`src/design/setu_pkg.sv`:
```
// shared types and constants for the sprite effect timer table
package setu_pkg;

    localparam int SETU_SLOTS        = 4;
    localparam int SETU_QUEUE_DEPTH  = 2;
    localparam int SETU_MAX_RESULTS  = 4;
    localparam int SETU_ABSENT_BITS  = 4;

    // request kind codes on the input channel
    localparam logic [2:0] IN_TICK       = 3'd0;
    localparam logic [2:0] IN_BLINK      = 3'd1;
    localparam logic [2:0] IN_SCROLL     = 3'd2;
    localparam logic [2:0] IN_ANIM       = 3'd3;
    localparam logic [2:0] IN_STOP       = 3'd4;
    localparam logic [2:0] IN_DETACH_SPR = 3'd5;
    localparam logic [2:0] IN_DETACH_BG  = 3'd6;

    typedef enum logic [1:0] {
        EFF_NONE   = 2'd0,
        EFF_BLINK  = 2'd1,
        EFF_SCROLL = 2'd2,
        EFF_ANIM   = 2'd3
    } setu_effect_t;

    typedef enum logic [1:0] {
        ACT_REPLY   = 2'd0,
        ACT_VISIBLE = 2'd1,
        ACT_SCROLL  = 2'd2,
        ACT_TILE    = 2'd3
    } setu_action_t;

    typedef enum logic [2:0] {
        OP_TICK,
        OP_START,
        OP_STOP,
        OP_DETACH_SPR,
        OP_DETACH_BG
    } setu_op_t;

    // classified command passed from the front to the back
    typedef struct packed {
        setu_op_t           op;
        setu_effect_t       effect;
        logic               reject;
        logic [7:0]         target;
        logic [7:0]         period;
        logic [7:0]         base_tile;
        logic [7:0]         frames;
        logic               once;
        logic signed [7:0]  dx;
        logic signed [7:0]  dy;
        logic [7:0]         slot_index;
        logic [SETU_ABSENT_BITS-1:0] absent;
    } setu_cmd_t;

    // one result without its last marker
    typedef struct packed {
        setu_action_t       action;
        logic [1:0]         slot;
        logic               no_slot;
        logic [7:0]         dest;
        logic [7:0]         value;
        logic signed [7:0]  move_x;
        logic signed [7:0]  move_y;
    } setu_result_t;

endpackage

```
`src/design/setu_if.sv`:
```
// valid/ready channels for requests and results
interface setu_in_if;
    logic               valid;
    logic               ready;
    logic [2:0]         kind;
    logic [7:0]         target_id;
    logic [7:0]         period_ticks;
    logic [7:0]         start_tile;
    logic [7:0]         num_frames;
    logic               loop_mode;
    logic signed [7:0]  step_x;
    logic signed [7:0]  step_y;
    logic [7:0]         slot_index;
    logic [3:0]         absent_mask;

    modport source (
        output valid, kind, target_id, period_ticks, start_tile, num_frames,
               loop_mode, step_x, step_y, slot_index, absent_mask,
        input  ready
    );
    modport sink (
        input  valid, kind, target_id, period_ticks, start_tile, num_frames,
               loop_mode, step_x, step_y, slot_index, absent_mask,
        output ready
    );
endinterface

interface setu_out_if;
    logic               valid;
    logic               ready;
    logic [1:0]         action;
    logic [1:0]         slot_number;
    logic               no_slot;
    logic [7:0]         dest_id;
    logic [7:0]         value;
    logic signed [7:0]  move_x;
    logic signed [7:0]  move_y;
    logic               last;

    modport source (
        output valid, action, slot_number, no_slot, dest_id, value, move_x, move_y,
               last,
        input  ready
    );
    modport sink (
        input  valid, action, slot_number, no_slot, dest_id, value, move_x, move_y,
               last,
        output ready
    );
endinterface

```
`src/design/sprite_effect_timer_table_unit.sv`:
```
// top level of the sprite effect timer table
// The unit keeps SLOTS effect slots (blink, scroll, frame animation) and
// answers start requests with a slot number or a no-slot flag, frees slots on
// stop and detach requests, and on each tick request emits up to four
// commands in slot order, the final one marked last. A front end classifies
// requests into a two-entry command queue, so up to two requests are taken
// while the back end is busy. The back end walks the slot table one slot per
// cycle on ticks and detaches; a tick walk can pause while the result consumer
// holds ready low. Results leave through a registered output stage.
module sprite_effect_timer_table_unit
    import setu_pkg::*;
#(
    parameter int SLOTS = SETU_SLOTS
)
(
    input  logic        clk,
    input  logic        rst_n,
    setu_in_if.sink     item,
    setu_out_if.source  result
);

    logic       q_push_valid, q_push_ready;
    setu_cmd_t  q_push_cmd;
    logic       q_pop_valid, q_pop_ready;
    setu_cmd_t  q_pop_cmd;

    // request classification
    setu_front u_front (
        .item       (item),
        .push_ready (q_push_ready),
        .push_valid (q_push_valid),
        .push_cmd   (q_push_cmd)
    );

    // command queue
    setu_queue u_queue (
        .clk        (clk),
        .rst_n      (rst_n),
        .push_valid (q_push_valid),
        .push_ready (q_push_ready),
        .push_cmd   (q_push_cmd),
        .pop_valid  (q_pop_valid),
        .pop_ready  (q_pop_ready),
        .pop_cmd    (q_pop_cmd)
    );

    // slot table and sequencer
    setu_back #(
        .SLOTS (SLOTS)
    ) u_back (
        .clk       (clk),
        .rst_n     (rst_n),
        .cmd_valid (q_pop_valid),
        .cmd_ready (q_pop_ready),
        .cmd       (q_pop_cmd),
        .result    (result)
    );

`ifndef SYNTHESIS
    // a full queue always has a command to hand to the back end
    assert property (@(posedge clk) disable iff (!rst_n)
        !item.ready |-> q_pop_valid)
        else $error("request stalled while queue is empty");

    // a start reply is always the single and final result of its request
    assert property (@(posedge clk) disable iff (!rst_n)
        (result.valid && (result.action == ACT_REPLY)) |-> result.last)
        else $error("start reply not marked last");

    // a rejected start reports slot zero and only on a reply
    assert property (@(posedge clk) disable iff (!rst_n)
        (result.valid && result.no_slot)
            |-> ((result.action == ACT_REPLY) && (result.slot_number == 2'd0)))
        else $error("bad no-slot result");
`endif

endmodule

```
`src/design/setu_front.sv`:
```
// front end: accepts requests and turns them into table commands
module setu_front
    import setu_pkg::*;
(
    setu_in_if.sink     item,
    input  logic        push_ready,
    output logic        push_valid,
    output setu_cmd_t   push_cmd
);

    logic known;

    // decode the request kind
    always_comb
    begin
        known           = 1'b1;
        push_cmd.op     = OP_TICK;
        push_cmd.effect = EFF_NONE;
        case (item.kind)
            IN_TICK:
            begin
                push_cmd.op = OP_TICK;
            end
            IN_BLINK:
            begin
                push_cmd.op     = OP_START;
                push_cmd.effect = EFF_BLINK;
            end
            IN_SCROLL:
            begin
                push_cmd.op     = OP_START;
                push_cmd.effect = EFF_SCROLL;
            end
            IN_ANIM:
            begin
                push_cmd.op     = OP_START;
                push_cmd.effect = EFF_ANIM;
            end
            IN_STOP:
            begin
                push_cmd.op = OP_STOP;
            end
            IN_DETACH_SPR:
            begin
                push_cmd.op = OP_DETACH_SPR;
            end
            IN_DETACH_BG:
            begin
                push_cmd.op = OP_DETACH_BG;
            end
            default:
            begin
                known = 1'b0;
            end
        endcase

        // operand preparation: period clamp, zero-frame reject, mode only for anim
        push_cmd.reject     = (item.kind == IN_ANIM) && (item.num_frames == 8'd0);
        push_cmd.target     = item.target_id;
        push_cmd.period     = (item.period_ticks == 8'd0) ? 8'd1 : item.period_ticks;
        push_cmd.base_tile  = item.start_tile;
        push_cmd.frames     = item.num_frames;
        push_cmd.once       = (item.kind == IN_ANIM) && item.loop_mode;
        push_cmd.dx         = item.step_x;
        push_cmd.dy         = item.step_y;
        push_cmd.slot_index = item.slot_index;
        push_cmd.absent     = item.absent_mask;
    end

    // unknown kinds are taken and dropped
    assign push_valid = item.valid && known;
    assign item.ready = push_ready;

endmodule

```
`src/design/setu_queue.sv`:
```
// short command queue between front and back
module setu_queue
    import setu_pkg::*;
(
    input  logic        clk,
    input  logic        rst_n,
    input  logic        push_valid,
    output logic        push_ready,
    input  setu_cmd_t   push_cmd,
    output logic        pop_valid,
    input  logic        pop_ready,
    output setu_cmd_t   pop_cmd
);

    localparam int PTR_W = (SETU_QUEUE_DEPTH > 1) ? $clog2(SETU_QUEUE_DEPTH) : 1;
    localparam int CNT_W = $clog2(SETU_QUEUE_DEPTH + 1);

    setu_cmd_t          entry_reg [SETU_QUEUE_DEPTH];
    logic [PTR_W-1:0]   wr_ptr_reg, wr_ptr_next;
    logic [PTR_W-1:0]   rd_ptr_reg, rd_ptr_next;
    logic [CNT_W-1:0]   count_reg, count_next;
    logic               do_push, do_pop;

    assign push_ready = (count_reg != CNT_W'(SETU_QUEUE_DEPTH));
    assign pop_valid  = (count_reg != '0);
    assign pop_cmd    = entry_reg[rd_ptr_reg];
    assign do_push    = push_valid && push_ready;
    assign do_pop     = pop_valid && pop_ready;

    // pointer and fill level update
    always_comb
    begin
        wr_ptr_next = wr_ptr_reg;
        rd_ptr_next = rd_ptr_reg;
        count_next  = count_reg;
        if (do_push)
        begin
            wr_ptr_next = (wr_ptr_reg == PTR_W'(SETU_QUEUE_DEPTH - 1)) ? '0
                                                                        : wr_ptr_reg + PTR_W'(1);
        end
        if (do_pop)
        begin
            rd_ptr_next = (rd_ptr_reg == PTR_W'(SETU_QUEUE_DEPTH - 1)) ? '0
                                                                        : rd_ptr_reg + PTR_W'(1);
        end
        if (do_push && !do_pop)
        begin
            count_next = count_reg + CNT_W'(1);
        end
        else if (!do_push && do_pop)
        begin
            count_next = count_reg - CNT_W'(1);
        end
    end

    always_ff @(posedge clk or negedge rst_n)
    begin
        if (!rst_n)
        begin
            wr_ptr_reg <= '0;
            rd_ptr_reg <= '0;
            count_reg  <= '0;
        end
        else
        begin
            wr_ptr_reg <= wr_ptr_next;
            rd_ptr_reg <= rd_ptr_next;
            count_reg  <= count_next;
        end
    end

    // queue storage
    always_ff @(posedge clk)
    begin
        if (do_push)
        begin
            entry_reg[wr_ptr_reg] <= push_cmd;
        end
    end

endmodule

```
`src/design/setu_back.sv`:
```
// back end: slot table, slot walker and result register
module setu_back
    import setu_pkg::*;
#(
    parameter int SLOTS = SETU_SLOTS
)
(
    input  logic        clk,
    input  logic        rst_n,
    input  logic        cmd_valid,
    output logic        cmd_ready,
    input  setu_cmd_t   cmd,
    setu_out_if.source  result
);

    localparam int SLOT_W = (SLOTS > 1) ? $clog2(SLOTS) : 1;
    localparam int RES_W  = $clog2(SETU_MAX_RESULTS + 1);

    typedef enum logic [2:0] {
        B_IDLE,
        B_EXEC,
        B_TICK,
        B_DETACH,
        B_FLUSH
    } state_t;

    state_t             state_reg, state_next;
    setu_cmd_t          cmd_reg;
    logic [SLOT_W-1:0]  idx_reg, idx_next;
    logic [RES_W-1:0]   emit_cnt_reg, emit_cnt_next;
    logic               hold_valid_reg, hold_valid_next;
    setu_result_t       hold_reg, hold_next;
    logic               out_valid_reg, out_valid_next;
    setu_result_t       out_reg, out_next;
    logic               out_last_reg, out_last_next;

    // slot table
    logic [SLOTS-1:0]   active_reg;
    setu_effect_t       kind_reg [SLOTS];
    logic [7:0]         target_reg [SLOTS];
    logic [7:0]         period_reg [SLOTS];
    logic [7:0]         count_reg [SLOTS];
    logic [7:0]         prog_reg [SLOTS];
    logic               once_reg [SLOTS];
    logic [7:0]         base_reg [SLOTS];
    logic [7:0]         frames_reg [SLOTS];
    logic signed [7:0]  dx_reg [SLOTS];
    logic signed [7:0]  dy_reg [SLOTS];

    // table write controls
    logic               act_we, act_wval;
    logic [SLOT_W-1:0]  wslot;
    logic               kind_we;
    setu_effect_t       kind_wval;
    logic               start_we, tick_we;

    // current slot view and tick evaluation
    logic               any_free;
    logic [SLOT_W-1:0]  free_slot;
    logic [7:0]         cnt_inc, count_new, prog_new;
    logic [8:0]         prog_inc;
    logic               fire, gone, frame_wrap, emit, take, out_busy, stall, last_slot;
    logic               reject, detach_hit, push, push_last;
    setu_result_t       tick_res, reply;

    // lowest free slot
    always_comb
    begin
        any_free  = 1'b0;
        free_slot = '0;
        for (int i = SLOTS - 1; i >= 0; i--)
        begin
            if (!active_reg[i])
            begin
                any_free  = 1'b1;
                free_slot = SLOT_W'(i);
            end
        end
    end

    // evaluate the slot under the walker for a tick
    always_comb
    begin
        cnt_inc    = count_reg[idx_reg] + 8'd1;
        fire       = (cnt_inc >= period_reg[idx_reg]);
        count_new  = fire ? 8'd0 : cnt_inc;
        gone       = (5'(idx_reg) < 5'(SETU_ABSENT_BITS)) && cmd_reg.absent[2'(idx_reg)];
        prog_inc   = {1'b0, prog_reg[idx_reg]} + 9'd1;
        frame_wrap = (prog_inc >= {1'b0, frames_reg[idx_reg]});
        emit       = active_reg[idx_reg] && fire && (kind_reg[idx_reg] != EFF_NONE) && !gone;
        take       = emit && (emit_cnt_reg < RES_W'(SETU_MAX_RESULTS));
        last_slot  = (idx_reg == SLOT_W'(SLOTS - 1));

        tick_res.slot    = 2'(idx_reg);
        tick_res.no_slot = 1'b0;
        tick_res.dest    = target_reg[idx_reg];
        tick_res.value   = 8'd0;
        tick_res.move_x  = 8'sd0;
        tick_res.move_y  = 8'sd0;
        prog_new         = prog_reg[idx_reg];
        case (kind_reg[idx_reg])
            EFF_BLINK:
            begin
                tick_res.action = ACT_VISIBLE;
                tick_res.value  = {7'd0, ~prog_reg[idx_reg][0]};
                if (emit)
                begin
                    prog_new = prog_inc[7:0];
                end
            end
            EFF_SCROLL:
            begin
                tick_res.action = ACT_SCROLL;
                tick_res.move_x = dx_reg[idx_reg];
                tick_res.move_y = dy_reg[idx_reg];
            end
            EFF_ANIM:
            begin
                tick_res.action = ACT_TILE;
                tick_res.value  = base_reg[idx_reg] + prog_reg[idx_reg];
                if (emit)
                begin
                    prog_new = frame_wrap ? 8'd0 : prog_inc[7:0];
                end
            end
            default:
            begin
                tick_res.action = ACT_REPLY;
            end
        endcase

        // detach match for the slot under the walker
        if (cmd_reg.op == OP_DETACH_BG)
        begin
            detach_hit = (kind_reg[idx_reg] == EFF_SCROLL);
        end
        else
        begin
            detach_hit = (kind_reg[idx_reg] == EFF_BLINK) || (kind_reg[idx_reg] == EFF_ANIM);
        end
        detach_hit = detach_hit && active_reg[idx_reg] && (target_reg[idx_reg] == cmd_reg.target);

        // start reply
        reject          = cmd_reg.reject || !any_free;
        reply.action    = ACT_REPLY;
        reply.slot      = reject ? 2'd0 : 2'(free_slot);
        reply.no_slot   = reject;
        reply.dest      = 8'd0;
        reply.value     = 8'd0;
        reply.move_x    = 8'sd0;
        reply.move_y    = 8'sd0;
    end

    assign out_busy = out_valid_reg && !result.ready;
    assign stall    = take && hold_valid_reg && out_busy;

    // sequencer
    always_comb
    begin
        state_next      = state_reg;
        idx_next        = idx_reg;
        emit_cnt_next   = emit_cnt_reg;
        hold_valid_next = hold_valid_reg;
        hold_next       = hold_reg;
        cmd_ready       = 1'b0;
        act_we          = 1'b0;
        act_wval        = 1'b0;
        wslot           = idx_reg;
        kind_we         = 1'b0;
        kind_wval       = EFF_NONE;
        start_we        = 1'b0;
        tick_we         = 1'b0;
        push            = 1'b0;
        push_last       = 1'b0;

        case (state_reg)
            B_IDLE:
            begin
                cmd_ready     = 1'b1;
                idx_next      = '0;
                emit_cnt_next = '0;
                if (cmd_valid)
                begin
                    case (cmd.op)
                        OP_TICK:       state_next = B_TICK;
                        OP_DETACH_SPR: state_next = B_DETACH;
                        OP_DETACH_BG:  state_next = B_DETACH;
                        default:       state_next = B_EXEC;
                    endcase
                end
            end
            B_EXEC:
            begin
                if (cmd_reg.op == OP_START)
                begin
                    hold_next       = reply;
                    hold_valid_next = 1'b1;
                    wslot           = free_slot;
                    if (!reject)
                    begin
                        start_we  = 1'b1;
                        act_we    = 1'b1;
                        act_wval  = 1'b1;
                        kind_we   = 1'b1;
                        kind_wval = cmd_reg.effect;
                    end
                    state_next = B_FLUSH;
                end
                else
                begin
                    wslot = SLOT_W'(cmd_reg.slot_index);
                    if (cmd_reg.slot_index < 8'(SLOTS))
                    begin
                        act_we  = 1'b1;
                        kind_we = 1'b1;
                    end
                    state_next = B_IDLE;
                end
            end
            B_TICK:
            begin
                if (!stall)
                begin
                    tick_we = active_reg[idx_reg];
                    if (active_reg[idx_reg] && fire && (kind_reg[idx_reg] != EFF_NONE))
                    begin
                        if (gone)
                        begin
                            act_we = 1'b1;
                        end
                        else if ((kind_reg[idx_reg] == EFF_ANIM) && frame_wrap
                                 && once_reg[idx_reg])
                        begin
                            act_we = 1'b1;
                        end
                    end
                    if (take)
                    begin
                        emit_cnt_next   = emit_cnt_reg + RES_W'(1);
                        push            = hold_valid_reg;
                        hold_next       = tick_res;
                        hold_valid_next = 1'b1;
                    end
                    if (last_slot)
                    begin
                        state_next = B_FLUSH;
                    end
                    else
                    begin
                        idx_next = idx_reg + SLOT_W'(1);
                    end
                end
            end
            B_DETACH:
            begin
                if (detach_hit)
                begin
                    act_we  = 1'b1;
                    kind_we = 1'b1;
                end
                if (last_slot)
                begin
                    state_next = B_IDLE;
                end
                else
                begin
                    idx_next = idx_reg + SLOT_W'(1);
                end
            end
            B_FLUSH:
            begin
                if (!hold_valid_reg)
                begin
                    state_next = B_IDLE;
                end
                else if (!out_busy)
                begin
                    push            = 1'b1;
                    push_last       = 1'b1;
                    hold_valid_next = 1'b0;
                    state_next      = B_IDLE;
                end
            end
            default:
            begin
                state_next = B_IDLE;
            end
        endcase

        // result register
        out_valid_next = out_valid_reg && !result.ready;
        out_next       = out_reg;
        out_last_next  = out_last_reg;
        if (push)
        begin
            out_valid_next = 1'b1;
            out_next       = hold_reg;
            out_last_next  = push_last;
        end
    end

    // state, control and registered outputs
    always_ff @(posedge clk or negedge rst_n)
    begin
        if (!rst_n)
        begin
            state_reg      <= B_IDLE;
            idx_reg        <= '0;
            emit_cnt_reg   <= '0;
            hold_valid_reg <= 1'b0;
            hold_reg       <= '0;
            out_valid_reg  <= 1'b0;
            out_reg        <= '0;
            out_last_reg   <= 1'b0;
            active_reg     <= '0;
            for (int i = 0; i < SLOTS; i++)
            begin
                kind_reg[i] <= EFF_NONE;
            end
        end
        else
        begin
            state_reg      <= state_next;
            idx_reg        <= idx_next;
            emit_cnt_reg   <= emit_cnt_next;
            hold_valid_reg <= hold_valid_next;
            hold_reg       <= hold_next;
            out_valid_reg  <= out_valid_next;
            out_reg        <= out_next;
            out_last_reg   <= out_last_next;
            if (act_we)
            begin
                active_reg[wslot] <= act_wval;
            end
            if (kind_we)
            begin
                kind_reg[wslot] <= kind_wval;
            end
        end
    end

    // command latch and slot payload
    always_ff @(posedge clk)
    begin
        if (cmd_valid && cmd_ready)
        begin
            cmd_reg <= cmd;
        end
        if (start_we)
        begin
            target_reg[wslot] <= cmd_reg.target;
            period_reg[wslot] <= cmd_reg.period;
            count_reg[wslot]  <= 8'd0;
            prog_reg[wslot]   <= 8'd0;
            once_reg[wslot]   <= cmd_reg.once;
            base_reg[wslot]   <= cmd_reg.base_tile;
            frames_reg[wslot] <= cmd_reg.frames;
            dx_reg[wslot]     <= cmd_reg.dx;
            dy_reg[wslot]     <= cmd_reg.dy;
        end
        if (tick_we)
        begin
            count_reg[idx_reg] <= count_new;
            prog_reg[idx_reg]  <= prog_new;
        end
    end

    // result channel
    assign result.valid       = out_valid_reg;
    assign result.action      = out_reg.action;
    assign result.slot_number = out_reg.slot;
    assign result.no_slot     = out_reg.no_slot;
    assign result.dest_id     = out_reg.dest;
    assign result.value       = out_reg.value;
    assign result.move_x      = out_reg.move_x;
    assign result.move_y      = out_reg.move_y;
    assign result.last        = out_last_reg;

endmodule

```
`src/flat_wrapper.sv`:
```
// flat-port wrapper written by rule: the top's interface ports become plain ports
module sprite_effect_timer_table_unit_flat import setu_pkg::*;
#(
    parameter int SLOTS = SETU_SLOTS
)
  (clk, rst_n, item_valid, item_kind, item_target_id, item_period_ticks, item_start_tile, item_num_frames, item_loop_mode, item_step_x, item_step_y, item_slot_index, item_absent_mask, item_ready, result_valid, result_action, result_slot_number, result_no_slot, result_dest_id, result_value, result_move_x, result_move_y, result_last, result_ready);
  setu_in_if item_i ();
  setu_out_if result_i ();
  input  logic clk;
  input  logic rst_n;
  input wire logic [$bits(item_i.valid)-1:0] item_valid;
  input wire logic [$bits(item_i.kind)-1:0] item_kind;
  input wire logic [$bits(item_i.target_id)-1:0] item_target_id;
  input wire logic [$bits(item_i.period_ticks)-1:0] item_period_ticks;
  input wire logic [$bits(item_i.start_tile)-1:0] item_start_tile;
  input wire logic [$bits(item_i.num_frames)-1:0] item_num_frames;
  input wire logic [$bits(item_i.loop_mode)-1:0] item_loop_mode;
  input wire logic [$bits(item_i.step_x)-1:0] item_step_x;
  input wire logic [$bits(item_i.step_y)-1:0] item_step_y;
  input wire logic [$bits(item_i.slot_index)-1:0] item_slot_index;
  input wire logic [$bits(item_i.absent_mask)-1:0] item_absent_mask;
  output wire logic [$bits(item_i.ready)-1:0] item_ready;
  output wire logic [$bits(result_i.valid)-1:0] result_valid;
  output wire logic [$bits(result_i.action)-1:0] result_action;
  output wire logic [$bits(result_i.slot_number)-1:0] result_slot_number;
  output wire logic [$bits(result_i.no_slot)-1:0] result_no_slot;
  output wire logic [$bits(result_i.dest_id)-1:0] result_dest_id;
  output wire logic [$bits(result_i.value)-1:0] result_value;
  output wire logic [$bits(result_i.move_x)-1:0] result_move_x;
  output wire logic [$bits(result_i.move_y)-1:0] result_move_y;
  output wire logic [$bits(result_i.last)-1:0] result_last;
  input wire logic [$bits(result_i.ready)-1:0] result_ready;
  assign item_i.valid = item_valid;
  assign item_i.kind = item_kind;
  assign item_i.target_id = item_target_id;
  assign item_i.period_ticks = item_period_ticks;
  assign item_i.start_tile = item_start_tile;
  assign item_i.num_frames = item_num_frames;
  assign item_i.loop_mode = item_loop_mode;
  assign item_i.step_x = item_step_x;
  assign item_i.step_y = item_step_y;
  assign item_i.slot_index = item_slot_index;
  assign item_i.absent_mask = item_absent_mask;
  assign item_ready = item_i.ready;
  assign result_valid = result_i.valid;
  assign result_action = result_i.action;
  assign result_slot_number = result_i.slot_number;
  assign result_no_slot = result_i.no_slot;
  assign result_dest_id = result_i.dest_id;
  assign result_value = result_i.value;
  assign result_move_x = result_i.move_x;
  assign result_move_y = result_i.move_y;
  assign result_last = result_i.last;
  assign result_i.ready = result_ready;
  sprite_effect_timer_table_unit #(.SLOTS(SLOTS)) u_core (.clk(clk), .rst_n(rst_n), .item(item_i), .result(result_i));
endmodule
```
`config.mk`:
```
export PLATFORM = sky130hd
export DESIGN_NAME = sprite_effect_timer_table_unit_flat
export DESIGN_NICKNAME = d
export VERILOG_FILES = /design/src/design/setu_pkg.sv /design/src/design/setu_if.sv /design/src/design/sprite_effect_timer_table_unit.sv /design/src/design/setu_front.sv /design/src/design/setu_queue.sv /design/src/design/setu_back.sv /design/src/flat_wrapper.sv
export SDC_FILE = /design/constraint.sdc
export NUM_CORES = 1
export LEC_CHECK = 0
export BUFFER_PORTS_ARGS = -buffer_cell sky130_fd_sc_hd__buf_2
export CORE_ASPECT_RATIO = 2
export CORE_MARGIN = 2
export CORE_UTILIZATION = 45
export DETAILED_ROUTE_END_ITERATION = 6
export HOLD_SLACK_MARGIN = 0.06
export SYNTH_ARGS = -nofsm -noshare
export SYNTH_HDL_FRONTEND = slang
export SYNTH_HIERARCHICAL = 1
export SYNTH_SLANG_ARGS = --single-unit
```
`constraint.sdc`:
```
create_clock -name clk -period 5.5 [get_ports clk]
set_input_delay 0.55 -clock clk [delete_from_list [all_inputs] [get_ports clk]]
set_output_delay 0.55 -clock clk [all_outputs]
set_load 0.005 [all_outputs]
```
==> out/metrics.json, run 1 <==
{
  "run_status": "complete, no violations",
  "grt_use_total_pct": 16.2,
  "netlist.top_cell.by_area": "edfxtp_1",
  "cts_root_buf": "clkbuf_16",
  "synth_top_area_share_pct": 61.1,
  "synth_warnings": 6,
  "count_of_unique_library_cells_instantiated_by_yosys": 68,
  "critical_path.max_stage_delay_ns": 0.93,
  "p_per_area_mw_per_mm2": 511,
  "initial_core_util_pct": 45.4,
  "fp-row-count": 116,
  "wirelength_mm": 40.8,
  "synth.cells.most_frequent": "edfxtp_1 (461), dfrtp_1 (101), nand2_1 (88)",
  "grt_first_pass_wirelength_mm": 65.0,
  "cts_tree": "done",
  "postCtsResizedCells": 0,
  "placed_cells": 1947,
  "min_period_ns": 4.68,
  "globalplace.congestion": 0.891,
  "ys_dominant_reg_cell": "edfxtp_1",
  "fmax_mhz": 214,
  "routed_via_density": 5.19,
  "worstHoldPathType": "in2reg",
  "floorplan.die.height_um": 321,
  "remaining_drc_errors": 0,
  "cts-hold-fix-buffers": 1,
  "critical_path.n_buffers_inverters": 0,
  "top_level_ports": 108,
  "hold_viol_final": 0,
  "antenna_diode_count": 0,
  "worstPathArrival_ns": 5.13,
  "cts.repair_timing.setup_buffer_count": 0,
  "cts_buffers": 47,
  "numClockSinks": 562,
  "synth.most_common_cell": "edfxtp_1",
  "global_route.overflow_total": 0,
  "syn_avg_cell_area_um2": 17.7,
  "fin_nets": 1445,
  "crit-reg2reg-capture": "u_core/u_back/result.move_y[2]$_DFFE_PN0P_",
  "slew_headroom_pct": 26.2,
  "setup_violations": 0,
  "ys_async_sr_fraction_pct": 18.0,
  "die_x_um": 163,
  "synth_edf_count": 461,
  "cts_max_level": 2,
  "crit_family": "simple AND/OR/NAND/NOR gates",
  "cp-start-kind": "flop",
  "largest_register_ffs": 134,
  "synth-seq-area-share_pct": 72.2,
  "regToRegStartpoint": "u_core/u_back/idx_reg[0]$_DFFE_PN0P_",
  "routed_length_per_instance_um": 20.1,
  "ys_top_cells_by_area": "edfxtp_1 (61%), dfrtp_1 (11%), mux4_2 (7.0%)",
  "reg2reg_depth": 12,
  "maximum_number_of_pins_on_one_net_before_global_route_repair": 69,
  "leakagePower_nw": 9.16,
  "fillCellCount": 4196,
  "estimated_wirelength_of_the_detail_placed_design_mm": 27.3,
  "synth_nets": 1374,
  "master_of_the_slowest_instance_on_the_critical_path": "o21a_2",
  "timing.critical_path.required_ns": 5.95,
  "placement.io_buffers": 107,
  "final_cell_count_no_fill": 2032,
  "drive_above_1_share_pct": 29.1,
  "hold_start": "item_slot_index[0]",
  "crit_top_cell": "ha_1",
  "critPathMaxFanout": 38,
  "drv_slew": 0,
  "clkTransAtPathRegs_ns": 0.06,
  "min_path_cells": 1,
  "chain_of_cells_forming_the_critical_path": "mux4_2 > ha_1 > nand3_1 > nor2_1 > xor2_1 > ha_1 > o21ai_0 > nor2b_1 > nor3_2 > and4b_1 > o21a_2 > mux2_2",
  "core_region_area_mm2": 0.0499,
  "rrSetupSlack_ns": 0.82,
  "worstHoldEndpoint": "u_core/u_queue/entry_reg[0][4]$_DFFE_PP_",
  "grt_antenna_before_repair": 0,
  "cts_buffer_depth": 3,
  "crit_path_end_kind": "flop",
  "postSynthCellCount": 1277,
  "post-route-period-util_pct": 85.1,
  "final.setup.tns_ns": 0,
  "final_antenna_net_count": 0,
  "yosys_register_bits": 562,
  "clkLatencyLatePin_ns": 0.58,
  "max_cap_violations": 0,
  "first_global_vias": 11200,
  "power.ir.vdd_worst_mv": 0.334,
  "synthesis.area_mm2": 0.0227,
  "drt_iter0_drc": 575,
  "fin_skew_ns": 0.0133,
  "final.hold.worst_slack_ns": 0.165,
  "die-area_mm2": 0.0523,
  "first_pass_iters": 4,
  "total_via_count_after_detailed_routing": 10500,
  "worst_pin_slew_ns": 1.11,
  "rsz_0062_raised_after_global_routing": "false",
  "timing_worst_setup_path_type": "reg2reg",
  "layout_stage_area_growth_over_the_synthesis_result_pct": 11.2
}
## worst max path at each step
stage                     depth (start not counted)                                         end                                  from
after global routing                             12  u_core/u_back/result.move_y[2]$_DFFE_PN0P_  u_core/u_back/idx_reg[0]$_DFFE_PN0P_
after detailed placement                         12  u_core/u_back/result.move_y[2]$_DFFE_PN0P_  u_core/u_back/idx_reg[0]$_DFFE_PN0P_
after CTS                                        12  u_core/u_back/result.move_y[2]$_DFFE_PN0P_  u_core/u_back/idx_reg[0]$_DFFE_PN0P_
after global placement                           12  u_core/u_back/result.move_y[3]$_DFFE_PN0P_  u_core/u_back/idx_reg[0]$_DFFE_PN0P_
final                                            12  u_core/u_back/result.move_y[2]$_DFFE_PN0P_  u_core/u_back/idx_reg[0]$_DFFE_PN0P_
after floorplan                                  15     u_core/u_back/count_reg[2][0]$_DFFE_PP_  u_core/u_back/idx_reg[0]$_DFFE_PN0P_
## layout make-up
class / count / area [um^2] / share of cell area (%)
multi-input cells: 586 / 5550 / 22.0
clock inverters: 30 / 459 / 1.82
repair buffers: 125 / 676 / 2.68
clock buffers: 54 / 1240 / 4.94
well taps: 649 / 812 / 3.22
flip-flops and latches: 562 / 16400 / 65.0
inverters: 26 / 97.6 / 0.387
## where the power goes
group | internal, mW | switching [mW] | total, mW
Combinational | 1.35 | 1.66 | 3.01
Clock | 2.15 | 1.48 | 3.63
Sequential | 5.72 | 0.528 | 6.25
## layer usage
metal	part of all wire, %	vias to the layer above	track usage [%]	wire, um
met5	0	-	0	0
met4	2.6	0	5.45	1050
met3	4.1	62	2.19	1660
met2	51	240	28.3	21000
met1	42	5270	20.7	17100
li1	-	4976	-	-
## cells by family (layout without fill, tap and decap cells)
| family | Yosys count | count (layout) | share of synthesized area, % |
|---|---|---|---|
| DFF | 562 | 562 | 72.2 |
| and+or+nand+nor | 251 | 251 | 5.40 |
| muxes | 185 | 185 | 13.3 |
| buffers and inverters | 129 | 235 | 3.49 |
| AOI/OAI and AO/OA | 84 | 84 | 2.53 |
| xor gates and xnor gates | 37 | 37 | 1.43 |
| adders and majority gates | 29 | 29 | 1.63 |
## stage by stage
stage          util, %  setup WS, ns  total power [mW]  cell area, um^2
2_1_floorplan        -         0.870              8.49            22700
3_3_place_gp      47.1         0.864              9.35            23500
3_5_place_dp      47.1         0.784              9.44            23500
4_1_cts           50.5         0.763              13.1            25200
5_1_grt           50.5         0.492              13.6            25200
6_report          50.5         0.820              12.9            25200
## layout by cell type, fill, tap and decap left out, types with 4 or more instances in the layout
| cell type | Yosys | layout |
|---|---|---|
| nand2_1 | 88 | 88 |
| clkbuf_1 | 18 | 5 |
| clkbuf_16 | 0 | 49 |
| xnor2_1 | 25 | 25 |
| xor2_1 | 12 | 12 |
| o31ai_1 | 10 | 10 |
| nor3_1 | 10 | 10 |
| clkinv_4 | 0 | 4 |
| mux2_2 | 73 | 73 |
| nand2b_1 | 10 | 10 |
| clkinv_1 | 0 | 5 |
| nand3_1 | 39 | 39 |
| inv_1 | 26 | 26 |
| and3_1 | 6 | 5 |
| nor2_1 | 45 | 40 |
| nand3b_1 | 4 | 4 |
| mux2_4 | 39 | 39 |
| o21ai_0 | 17 | 17 |
| buf_2 | 17 | 106 |
| a21oi_1 | 14 | 14 |
| a21o_1 | 6 | 6 |
| nor2_4 | 0 | 5 |
| dfrtp_1 | 101 | 98 |
| ha_1 | 28 | 28 |
| mux4_2 | 70 | 70 |
| a31oi_1 | 6 | 6 |
| buf_4 | 54 | 18 |
| nor2b_1 | 15 | 15 |
| clkinvlp_4 | 0 | 4 |
| edfxtp_1 | 461 | 461 |
| bufinv_16 | 0 | 11 |
| nor4_1 | 4 | 4 |
| clkinv_2 | 0 | 4 |
| and2_1 | 5 | 4 |
Power figures use the tool's default switching activity.
==> run 2, diff against run 1 <==
--- a/config.mk
+++ b/config.mk
@@ -11,6 +11,8 @@
 export CORE_UTILIZATION = 45
 export DETAILED_ROUTE_END_ITERATION = 6
 export HOLD_SLACK_MARGIN = 0.06
+export MAX_ROUTING_LAYER = met4
+export SKIP_CTS_REPAIR_TIMING = 1
 export SYNTH_ARGS = -nofsm -noshare
 export SYNTH_HDL_FRONTEND = slang
 export SYNTH_HIERARCHICAL = 1
==> run 2 against run 1 <==
Effect of this change:
- power decreased by 1.5%
- worst setup slack worse by 0.0090 ns
- combinational power barely moved
- core utilization fell by 0.17 points
- fmax decreased by 0.19%
- clock skew up 0.0082 ns
- critical endpoint is now u_core/u_back/result.move_y[5]$_DFFE_PN0P_
- largest cell class unchanged
==> out/metrics.json, run 2 (synthesis results as in run 1) <==
{
  "total_via_count_after_detailed_routing": {"value": 10600, "change": "was 10.5k"},
  "leakagePower": {"value": 9.14, "unit": "nW", "change": "was 9.16 nW"},
  "fmax": {"value": 213, "unit": "MHz", "change": "was 214 MHz"},
  "layout_stage_area_growth_over_the_synthesis_result": {"value": 10.9, "unit": "%", "change": "was 11.2%"},
  "final.hold.worst_slack": {"value": 0.0319, "unit": "ns", "change": "was 0.165 ns"},
  "wirelength": {"value": 41.0, "unit": "mm", "change": "was 40.8 mm"},
  "die_x": {"value": 163, "unit": "um", "change": "unchanged"},
  "leading_cell_type_in_the_layout_fill_and_taps_excluded": {"value": "edfxtp_1", "change": "unchanged"},
  "setup_violations": {"value": 0, "change": "unchanged"},
  "placement.cell_area": {"value": 0.0235, "unit": "mm^2", "change": "about the same"},
  "placement.io_buffers": {"value": 107, "change": "unchanged"},
  "routed_length_per_instance": {"value": 20.1, "unit": "um", "change": "about the same"},
  "cp-start-kind": {"value": "flop", "change": "unchanged"},
  "min_period": {"value": 4.69, "unit": "ns", "change": "was 4.68 ns"},
  "postLayoutSetupSlackWorst": {"value": 0.811, "unit": "ns", "change": "was 0.820 ns"},
  "core_utilization_of_the_finished_layout": {"value": 50.3, "unit": "%", "change": "was 50.5%"},
  "worstPathArrival": {"value": 5.14, "unit": "ns", "change": "was 5.13 ns"},
  "final.setup.tns": {"value": 0, "unit": "ns", "change": "unchanged"},
  "master_of_the_slowest_instance_on_the_critical_path": {"value": "o21a_2", "change": "unchanged"},
  "die-area": {"value": 0.0523, "unit": "mm^2", "change": "unchanged"},
  "antenna_diode_count": {"value": 0, "change": "unchanged"},
  "timing_worst_setup_path_type": {"value": "reg2reg", "change": "unchanged"},
  "critical_path.max_stage_delay": {"value": 0.96, "unit": "ns", "change": "was 0.93 ns"},
  "globalplace.congestion": {"value": 0.875, "change": "was 0.891"},
  "first_pass_iters": {"value": 5, "change": "was 4"},
  "timing.critical_path.required": {"value": 5.95, "unit": "ns", "change": "about the same"},
  "remaining_drc_errors": {"value": 0, "change": "unchanged"},
  "crit_top_cell": {"value": "ha_1", "change": "unchanged"},
  "routed_via_density": {"value": 5.22, "change": "was 5.19"},
  "hold_viol_final": {"value": 0, "change": "unchanged"},
  "slew_headroom": {"value": 24.1, "unit": "%", "change": "was 26.2%"},
  "fin_nets": {"value": 1448, "change": "was 1,445"},
  "critPathMaxFanout": {"value": 38, "change": "unchanged"},
  "first_global_vias": {"value": 11300, "change": "was 11.2k"},
  "post-route-period-util": {"value": 85.3, "unit": "%", "change": "was 85.1%"},
  "largest_register_ffs": {"value": 134, "change": "unchanged"},
  "cts_buffers": {"value": 48, "change": "was 47"},
  "report.power.total": {"value": 12.7, "unit": "mW", "change": "was 12.9 mW"},
  "final_area": {"value": 0.0251, "unit": "mm^2", "change": "was 0.0252 mm^2"},
  "estimated_wirelength_of_the_detail_placed_design": {"value": 27.3, "unit": "mm", "change": "about the same"},
  "fin_skew": {"value": 0.0215, "unit": "ns", "change": "was 0.0133 ns"},
  "cts_max_level": {"value": 2, "change": "unchanged"},
  "crit_path_end_kind": {"value": "flop", "change": "unchanged"},
  "fillCellCount": {"value": 4199, "change": "was 4,196"},
  "placed_cells": {"value": 1950, "change": "was 1,947"},
  "grt_use_total": {"value": 16.7, "unit": "%", "change": "was 16.2%"},
  "grt_first_pass_wirelength": {"value": 64.8, "unit": "mm", "change": "was 65.0 mm"},
  "cts_root_buf": {"value": "clkbuf_16", "change": "unchanged"},
  "dpl_worst_slack": {"value": 0.754, "unit": "ns", "change": "was 0.784 ns"},
  "numClockSinks": {"value": 562, "change": "unchanged"},
  "power.ir.vdd_worst": {"value": 0.354, "unit": "mV", "change": "was 0.334 mV"},
  "grt_antenna_before_repair": {"value": 0, "change": "unchanged"},
  "floorplan.die.height": {"value": 321, "unit": "um", "change": "unchanged"},
  "drive_above_1_share": {"value": 29.1, "unit": "%", "change": "about the same"},
  "drt_iter0_drc": {"value": 667, "change": "was 575"},
  "run_status": {"value": "complete, no violations", "change": "unchanged"},
  "drv_slew": {"value": 0, "change": "unchanged"},
  "layout_common_cells": {"value": "edfxtp_1 (461), buf_2 (106), dfrtp_1 (98), nand2_1 (88), mux2_2 (73)", "change": "unchanged"},
  "global_route.overflow_total": {"value": 0, "change": "unchanged"},
  "top_level_ports": {"value": 108, "change": "unchanged"},
  "worst_pin_slew": {"value": 1.14, "unit": "ns", "change": "was 1.11 ns"},
  "reg2reg_depth": {"value": 12, "change": "unchanged"},
  "cts_tree": {"value": "done", "change": "unchanged"},
  "final_antenna_net_count": {"value": 0, "change": "unchanged"},
  "final_cell_count_no_fill": {"value": 2038, "change": "was 2,032"},
  "clkTransAtPathRegs": {"value": 0.07, "unit": "ns", "change": "was 0.06 ns"},
  "chain_of_cells_forming_the_critical_path": {"value": "mux4_2 > ha_1 > nand3_1 > nor2_1 > xor2_1 > ha_1 > o21ai_0 > nor2b_1 > nor3_2 > and4b_1 > o21a_2 > mux2_2", "change": "unchanged"},
  "cts_buffer_depth": {"value": 3, "change": "unchanged"},
  "worstHoldPathType": {"value": "in2async", "change": "was in2reg"},
  "clkLatencyLatePin": {"value": 0.58, "unit": "ns", "change": "about the same"},
  "rsz_0062_raised_after_global_routing": {"value": "false", "change": "unchanged"},
  "maximum_number_of_pins_on_one_net_before_global_route_repair": {"value": 69, "change": "unchanged"},
  "p_per_area": {"value": 505, "unit": "mW/mm^2", "change": "was 511 mW/mm^2"},
  "initial_core_util": {"value": 45.4, "unit": "%", "change": "unchanged"},
  "max_cap_violations": {"value": 0, "change": "unchanged"},
  "fp-row-count": {"value": 116, "change": "unchanged"},
  "core_region_area": {"value": 0.0499, "unit": "mm^2", "change": "unchanged"}
}
[run 2: cell count changes in the layout (fill, tap and decap cells not counted)]
cell           delta
clkinv_4          -4
inv_6             +1
clkinv_1          -1
clkbuf_1          +7
clkbuf_16         -1
dlygate4sd3_1     -1
buf_4             +3
bufinv_16         -7
clkinvlp_4        -3
clkbuf_8         +12
[run 2: critical path, delay by kind of cell (launching register included)]
family | cells | cell delay [ns]
simple gates | 5 | 1.12
compound gates | 2 | 1.07
mux | 2 | 1.03
flops | 1 | 0.66
fa+ha+maj | 2 | 0.51
xor+xnor | 1 | 0.16
[run 2: area by class of cell]
type / count / area, um^2 / share of cell area, %
flip-flops and latches: 562 / 16400 / 65.2
clock buffers: 72 / 1410 / 5.62
well taps: 649 / 812 / 3.23
inverters: 26 / 97.6 / 0.388
clock inverters: 16 / 196 / 0.782
multi-input cells: 586 / 5550 / 22.1
repair buffers: 127 / 688 / 2.74
[run 2: per-layer routing]
layer  GRT usage [%]  share of wire, %  vias to the layer above
met1            20.9                42                     5376
li1                -                 -                     4968
met3            2.22               3.7                       59
met4            5.25               2.5                        0
met2            28.1                52                      226
met5               -                 0                        -
[run 2: where the power goes]
group | leakage, nW | switching, mW | total, mW | internal (mW)
registers | 5.57 | 0.535 | 6.25 | 5.72
logic | 2.79 | 1.67 | 3.02 | 1.35
clock network | 0.787 | 1.45 | 3.42 | 1.97
[run 2: final timing paths]
path,startpoint,endpoint,slack (ns)
max in group asynchronous,rst_n,u_core/u_back/idx_reg[0]$_DFFE_PN0P_,4.30
min in group clk,item_start_tile[1],u_core/u_queue/entry_reg[0][38]$_DFFE_PP_,0.16
min,rst_n,u_core/u_back/result.move_y[3]$_DFFE_PN0P_,0.03
max,u_core/u_back/idx_reg[0]$_DFFE_PN0P_,u_core/u_back/result.move_y[5]$_DFFE_PN0P_,0.81
min reg2reg,u_core/u_back/hold_reg[2]$_DFFE_PN0P_,u_core/u_back/hold_reg[2]$_DFFE_PN0P_,0.47
max reg2reg,u_core/u_back/idx_reg[0]$_DFFE_PN0P_,u_core/u_back/result.move_y[5]$_DFFE_PN0P_,0.81
